`config.mk`:
```
export PLATFORM = sky130hd
export DESIGN_NAME = bcdt_update
export DESIGN_NICKNAME = d
export VERILOG_FILES = /design/src/hw/rtl/bcdt_pkg.sv /design/src/hw/rtl/bcdt_update.sv
export SDC_FILE = /design/constraint.sdc
export NUM_CORES = 1
export LEC_CHECK = 0
export ABC_CLOCK_PERIOD_IN_PS = 5400
export BUFFER_PORTS_ARGS = -buffer_cell sky130_fd_sc_hd__buf_2
export CORE_ASPECT_RATIO = 0.9
export CORE_MARGIN = 5
export CORE_UTILIZATION = 28
export DETAILED_ROUTE_END_ITERATION = 10
export SYNTH_ARGS = -nofsm -noshare
export SYNTH_HDL_FRONTEND = slang
export SYNTH_SLANG_ARGS = --single-unit
export TNS_END_PERCENT = 50
```
`constraint.sdc`:
```
create_clock -name vclk -period 5.4
set_clock_uncertainty 0.2 [all_clocks]
set_input_delay 0.54 -clock vclk [all_inputs]
set_output_delay 0.54 -clock vclk [all_outputs]
set_load 0.01 [all_outputs]
```
`src/hw/rtl/bcdt_pkg.sv`:
```
// Shared types and constants for the branch coverage distance table.
package bcdt_pkg;

  localparam int unsigned EntriesDef = 1024;
  localparam int unsigned EntryW     = 10;
  localparam int unsigned HitW       = 32;
  localparam int unsigned DistW      = 14;
  localparam int unsigned CntW       = 12;
  localparam int unsigned DistInW    = 32;
  // wide enough to hold any entry index and the largest table size
  localparam int unsigned ExtW       = 17;

  localparam logic [DistW-1:0]   DistInit = DistW'(8192);
  localparam logic [HitW-1:0]    HitMax   = '1;
  localparam logic [DistInW-1:0] AbsMax   = {1'b0, {(DistInW-1){1'b1}}};

  localparam logic FuncSetup = 1'b0;
  localparam logic FuncProbe = 1'b1;

  typedef enum logic [1:0] {
    ST_CLEAR,
    ST_IDLE,
    ST_UPDATE
  } st_e;

  // one table record, as stored in the memory
  typedef struct packed {
    logic             valid;
    logic             sw;
    logic [HitW-1:0]  th;
    logic [HitW-1:0]  fh;
    logic [DistW-1:0] td;
    logic [DistW-1:0] fd;
  } rec_t;

  // registered input beat
  typedef struct packed {
    logic               func;
    logic               sw_case;
    logic               taken;
    logic [DistInW-1:0] distance;
  } item_t;

  // result of one read-modify-write
  typedef struct packed {
    logic            we;
    logic            err;
    rec_t            rec;
    logic [CntW-1:0] cov;
    logic [CntW-1:0] tot;
  } upd_t;

endpackage

```
`src/hw/rtl/bcdt_update.sv`:
```
// Record update: set-up and probe rules, hit saturation, distance lowering, counts.
module bcdt_update import bcdt_pkg::*; (
  input  item_t           item_i,
  input  logic            in_range_i,
  input  rec_t            old_i,
  input  logic [CntW-1:0] cov_i,
  input  logic [CntW-1:0] tot_i,
  output upd_t            upd_o
);

  logic [DistInW-1:0] neg_d;
  logic [DistInW-1:0] abs_d;
  logic               lower_td;
  logic               lower_fd;
  logic [CntW-1:0]    cov_d;
  logic [CntW-1:0]    tot_d;

  // |distance|, the most negative value saturates
  always_comb begin
    neg_d = ~item_i.distance + DistInW'(1);
    if (!item_i.distance[DistInW-1]) begin
      abs_d = item_i.distance;
    end else if (neg_d[DistInW-1]) begin
      abs_d = AbsMax;
    end else begin
      abs_d = neg_d;
    end
  end

  assign lower_td = {{(DistInW-DistW){1'b0}}, old_i.td} > abs_d;
  assign lower_fd = {{(DistInW-DistW){1'b0}}, old_i.fd} > abs_d;

  always_comb begin
    upd_o = '0;
    cov_d = cov_i;
    tot_d = tot_i;
    if (!in_range_i) begin
      upd_o.err = 1'b1;
    end else if (item_i.func == FuncSetup) begin
      // drop the old share of a record set up before
      if (old_i.valid) begin
        tot_d = tot_d - (old_i.sw ? CntW'(1) : CntW'(2));
        if (old_i.th != '0) begin
          cov_d = cov_d - CntW'(1);
        end
        if (!old_i.sw && old_i.fh != '0) begin
          cov_d = cov_d - CntW'(1);
        end
      end
      tot_d        = tot_d + (item_i.sw_case ? CntW'(1) : CntW'(2));
      upd_o.we     = 1'b1;
      upd_o.rec    = '{valid: 1'b1, sw: item_i.sw_case, th: '0, fh: '0,
                       td: DistInit, fd: DistInit};
    end else if (!old_i.valid) begin
      upd_o.err = 1'b1;
    end else begin
      upd_o.we  = 1'b1;
      upd_o.rec = old_i;
      if (item_i.taken) begin
        if (old_i.th == '0) begin
          cov_d = cov_d + CntW'(1);
        end
        upd_o.rec.th = (old_i.th == HitMax) ? old_i.th : old_i.th + HitW'(1);
        upd_o.rec.td = '0;
        if (!old_i.sw && lower_fd) begin
          upd_o.rec.fd = abs_d[DistW-1:0];
        end
      end else begin
        if (!old_i.sw && old_i.fh == '0) begin
          cov_d = cov_d + CntW'(1);
        end
        upd_o.rec.fh = (old_i.fh == HitMax) ? old_i.fh : old_i.fh + HitW'(1);
        upd_o.rec.fd = '0;
        if (!old_i.sw && lower_td) begin
          upd_o.rec.td = abs_d[DistW-1:0];
        end
      end
    end
    upd_o.cov = cov_d;
    upd_o.tot = tot_d;
  end

endmodule

```
==> results of run 1 <==
## worst max-delay path: cells and delay by family
family | cells | cell delay, ns
and+or+nand+nor | 5 | 1.46
AOI/OAI and AO/OA | 7 | 1.47
buffers and inverters | 6 | 0.81
adders and majority gates | 1 | 0.28
## cell type report
class,count,area [sq um],share of cell area
multi-input cells,804,5370,0.698
diodes,2,5.00,0.000651
repair buffers,334,1850,0.240
inverters,43,161,0.0210
well taps,250,313,0.0407
## metrics by stage
| stage | instance area, sq um | hold slack [ns] | utilization |
|---|---|---|---|
| 2_1_floorplan | 5570 | 0.960 | - |
| 3_3_place_gp | 7520 | 1.15 | 0.390 |
| 3_5_place_dp | 7520 | 1.15 | 0.390 |
| 4_1_cts | 7580 | 1.15 | 0.393 |
| 5_1_grt | 7690 | 1.16 | 0.399 |
| 6_report | 7690 | 1.15 | 0.399 |
## synthesized netlist by cell type, types with 24 or more instances
cell type / number
clkbuf_1: 27
ha_1: 38
nand3_1: 29
o21ai_0: 47
xor2_1: 59
nor2_1: 150
mux2i_1: 32
nor4_1: 30
inv_1: 43
or3_1: 24
nand4_1: 37
nand2_1: 73
nor3_1: 32
xnor2_1: 32
a21oi_1: 41
## power by group through the flow
stage,sequential (W),clock (W),combinational (W)
final,0,0.0000000000496,0.000491
after global routing,0,0.0000000000496,0.000543
after CTS,0,0,0.000476
after detailed placement,0,0,0.000468
after global placement,0,0,0.000468
after floorplan,0,0,0.000239
## metal layers
layer,global-route usage,vias to the layer above,wire length (um)
met1,0.270,3541,10600
met4,0.0296,0,293
met2,0.333,303,11200
li1,-,3848,-
met5,0,-,0
met3,0.0102,18,1640
## logic make-up after synthesis
logic type,count (synthesis),synth area share
compound gates,172,0.205
xor+xnor,91,0.144
fa+ha+maj,40,0.0932
buf+inv,78,0.0563
mux,35,0.0640
simple gates,466,0.437
## worst paths after layout
kind	from	endpoint	slack, ns	depth (start not counted)
max	item_i[13]	upd_o[51]	0.11	19
min	cov_i[11]	upd_o[23]	1.15	3
## what timing repair did
| action | in CTS | in global routing |
|---|---|---|
| hold buffers | 0 | 0 |
| gates cloned | 0 | 1 |
| endpoints found under the setup margin | 28 | 28 |
| pin swaps | 4 | 10 |
| gates resized for setup | 12 | 19 |
| hold endpoints to repair | 0 | 0 |
| setup buffers | 2 | 2 |
==> metrics.txt, run 1 <==
CP Data Required Time 4.66 ns; FF+latch area 0 sq um; Post-Synthesis Cells between 800 and 900; grt ovf 0; mapped cell area 5530 sq um; status completed; fin cells ~1400; CP max FO 8; Final nets between 1000 and 1500; largest cells by area after synthesis nor2_1 (10%), xor2_1 (9.3%), ha_1 (8.6%); num rows 48; min setup slack post-route ~0.11 ns; core footprint about 19000 sq um; VDD IR-drop max about 32 uV; min Tclk post-route 5.29 ns; Total GRT Usage 0.193; Net Sw Power around 0.00028 W; First DRT Iteration DRCs 499; total power just under 0.0005 W; # placed instances 1426; initial core utilization 0.287; hpwl dp around 20 mm; Relative slew margins 0.307; post-place setup slack -0.0761 ns; commonest cells after routing, fill and taps aside buf_2 (275), nor2_1 (149), nand2_1 (71); Final Setup Violations 0; Die Wd roughly 160 um; initial antenna violation count 2; Final Max Tran Viols 0; Yosys cell types between 70 and 80; RSZ-0062 raised after global routing yes; Largest stage delay, worst path 0.53 ns; Setup TNS 0 ns; Power Density between 60 and 70 nW/um^2; Layout clock buffers 0; LEAKAGE 3.33 nW; DRC 0; Vias/cell between 5 and 6; first-pass GRT wire length between 30 and 40 mm; fin crit share 0.979; Avg Cell Area, Syn around 6.3 sq um; Int Pwr 0.000206 W; fmax ~0.19 GHz; type of the tightest min-delay check primary input to output pin; share of cells above drive strength 1 0.323; switching share of power 0.580; Layout area overhead 39.1%; commonest non-fill, non-tap cell in the layout buf_2; crit-path cells buf_2 > or4_4 > or3_4 > nor3_4 > nand2b_4 > inv_2 > a31oi_2 > inv_1 > buf_4 > ha_1 > a21o_1 > a21oi_1 > o21ai_0 > a211o_1 > a2bb2oi_2 > nor4_4 > buf_4 > o211ai_1 > buf_2; IO Pins about 270; nature of the critical path endpoint output pin; syn nets 1076; final wirelength between 20 and 25 mm; WP data arrival approximately 4.6 ns; Syn. warnings 0; WS Path Type primary input to output pin; Final Hold Viols 0; gp weighted congestion ~0.96; Reg power frac 0; Critical Path Start Type primary input; number of fill cells 2105; sequential cell count 0; drt wl/cell approximately 17 um; # Max-Cap Violations 0; pin count of the biggest net entering global routing between 50 and 60; Worst-Margin Slew 1.03 ns; register area share after synthesis 0; clock network fraction of total power 0; die area about 23000 sq um; antenna-violating nets left 0; largest area contributor in the netlist nor2_1; critical path's slowest cell or4_4; logic gate share of total power 1.000; # port buffers between 200 and 300; share of Yosys cell area claimed by the top area cell type 0.102; routed via count roughly 7700; vias in the first global route approximately 7000; DRT Pass-1 Iters 5; Die H approximately 140 um
No activity file was read; power rests on OpenSTA's default activity.
==> inputs of run 2 (changes only) <==
--- a/config.mk
+++ b/config.mk
@@ -5,7 +5,7 @@
 export SDC_FILE = /design/constraint.sdc
 export NUM_CORES = 1
 export LEC_CHECK = 0
-export ABC_CLOCK_PERIOD_IN_PS = 5400
+export ABC_CLOCK_PERIOD_IN_PS = 6200
 export BUFFER_PORTS_ARGS = -buffer_cell sky130_fd_sc_hd__buf_2
 export CORE_ASPECT_RATIO = 0.9
 export CORE_MARGIN = 5
==> constraint.sdc (replaced) <==
create_clock -name vclk -period 6.2
set_clock_uncertainty 0.2 [all_clocks]
set_input_delay 0.62 -clock vclk [all_inputs]
set_output_delay 0.62 -clock vclk [all_outputs]
set_load 0.01 [all_outputs]
==> metrics.txt, run 2 (synthesis gave the netlist of run 1 again) <==
IO Pins between 200 and 300; die area 22700 sq um; critical path's slowest cell or4b_2; Hold Crit Depth 3; fin cells roughly 1400; pin count of the biggest net entering global routing 66; Relative slew margins 0.309; Layout area overhead 31.2%; grt ovf 0; switching share of power 0.606; vias in the first global route a little under 7000; gp weighted congestion ~0.92; number of fill cells 2106; fmax ~0.17 GHz; final hold slack about 1.3 ns; type of the tightest min-delay check primary input to output pin; num rows 48; share of cells above drive strength 1 0.280; met1 Usage GRT 0.250; WS Path Type primary input to output pin; Crit. Startpoint item_i[21]; hpwl dp 19.7 mm; Global Route met2 Usage 0.329; commonest non-fill, non-tap cell in the layout buf_2; final wirelength between 20 and 25 mm; DRC 0; initial antenna violation count 1; Layout clock buffers 0; GR Layer Usage met3 0.0196; Critical Path Start Type primary input; placed cell areas approximately 7200 sq um; Final nets about 1300; logic gate share of total power 1.000; # Max-Cap Violations 0; CP Data Required Time roughly 5.4 ns; GR peak layer met2; nature of the critical path endpoint output pin; drt wl/cell 16.8 um; FF+latch area 0 sq um; commonest cells after routing, fill and taps aside buf_2 (274), nor2_1 (150), nand2_1 (72); VDD IR-drop max around 35 uV; Final Setup Violations 0; Die Wd between 150 and 200 um; first-pass GRT wire length around 35 mm; Setup TNS 0 ns; Vias/cell about 5.4; Total GRT Usage 0.186; WP data arrival 5.14 ns; Worst-Margin Slew ~1 ns; status completed; Die H around 140 um; Final Hold Viols 0; crit-path cells buf_2 > or4_1 > or3_1 > nor3_1 > buf_4 > nand2b_4 > inv_1 > a31oi_1 > inv_1 > ha_1 > and4_1 > nand2_1 > or4b_2 > a2111oi_4 > buf_6 > mux2i_1 > nor2_1 > buf_2; Largest stage delay, worst path roughly 0.65 ns; First DRT Iteration DRCs ~570; antenna-violating nets left 0; # placed instances approximately 1400; Int Pwr 0.000155 W; fin crit share 0.962; worst hold path startpoint cov_i[11]; initial core utilization 0.287; clock network fraction of total power 0; DRT Pass-1 Iters 5; Net Sw Power about 0.00024 W; post-CTS setup buffer count 0; LEAKAGE between 3 and 4 nW; CP max FO 14; min Tclk post-route around 6 ns; Power Density between 50 and 60 nW/um^2; final non-filler cell area roughly 7300 sq um; sequential cell count 0; Reg power frac 0; RSZ-0062 raised after global routing no; # port buffers roughly 270; Final Max Tran Viols 0; core footprint ~19000 sq um; routed via count 7572
-- run 2: cell types whose count changed in the layout (fill, tap and decap cells not counted), sizes merged --
cell,before,now
diode,2,1
buf,334,294
-- run 2: worst paths after layout --
kind	endpoint	slack (ns)
max	upd_o[33]	0.24
min	upd_o[23]	1.31
-- run 2: final cells by class --
class	count	area, sq um	share of cell area
diodes	1	2.50	0.000345
inverters	43	161	0.0223
repair buffers	294	1540	0.213
multi-input cells	804	5240	0.722
well taps	250	313	0.0431
-- run 2: power groups by stage --
stage | Combinational (W) | Clock (W) | Sequential (W)
floorplan | 0.000207 | 0 | 0
global placement | 0.000387 | 0 | 0
detailed placement | 0.000388 | 0 | 0
CTS | 0.000390 | 0 | 0
global route | 0.000434 | 0.0000000000216 | 0
finish | 0.000393 | 0.0000000000216 | 0
-- run 2: critical path, delay by kind of cell --
family	cells	cell delay, ns
AO/OA/AOI/OAI	2	0.61
adder cells (fa/ha/maj)	1	0.32
buffers and inverters	6	0.91
multiplexers	1	0.20
AND/OR/NAND/NOR	8	2.45
-- run 2: metal layers --
layer | wire (um) | up-vias
met1 | 10000 | 3486
met4 | 306 | 0
li1 | - | 3767
met5 | 0 | -
met2 | 11200 | 301
met3 | 1820 | 18
-- run 2: metrics by stage --
step            util  setup slack, ns  power, W
6_report       0.376            0.238  0.000393
3_3_place_gp   0.375            0.204  0.000387
3_5_place_dp   0.375           0.0692  0.000388
4_1_cts        0.375           0.0465  0.000390
2_1_floorplan      -            0.264  0.000207
5_1_grt        0.376          0.00225  0.000434
-- run 2: timing repair --
action | CTS | global route
endpoints found under the setup margin | 0 | 27
hold buffers | 0 | 0
gates resized for setup | 0 | 7
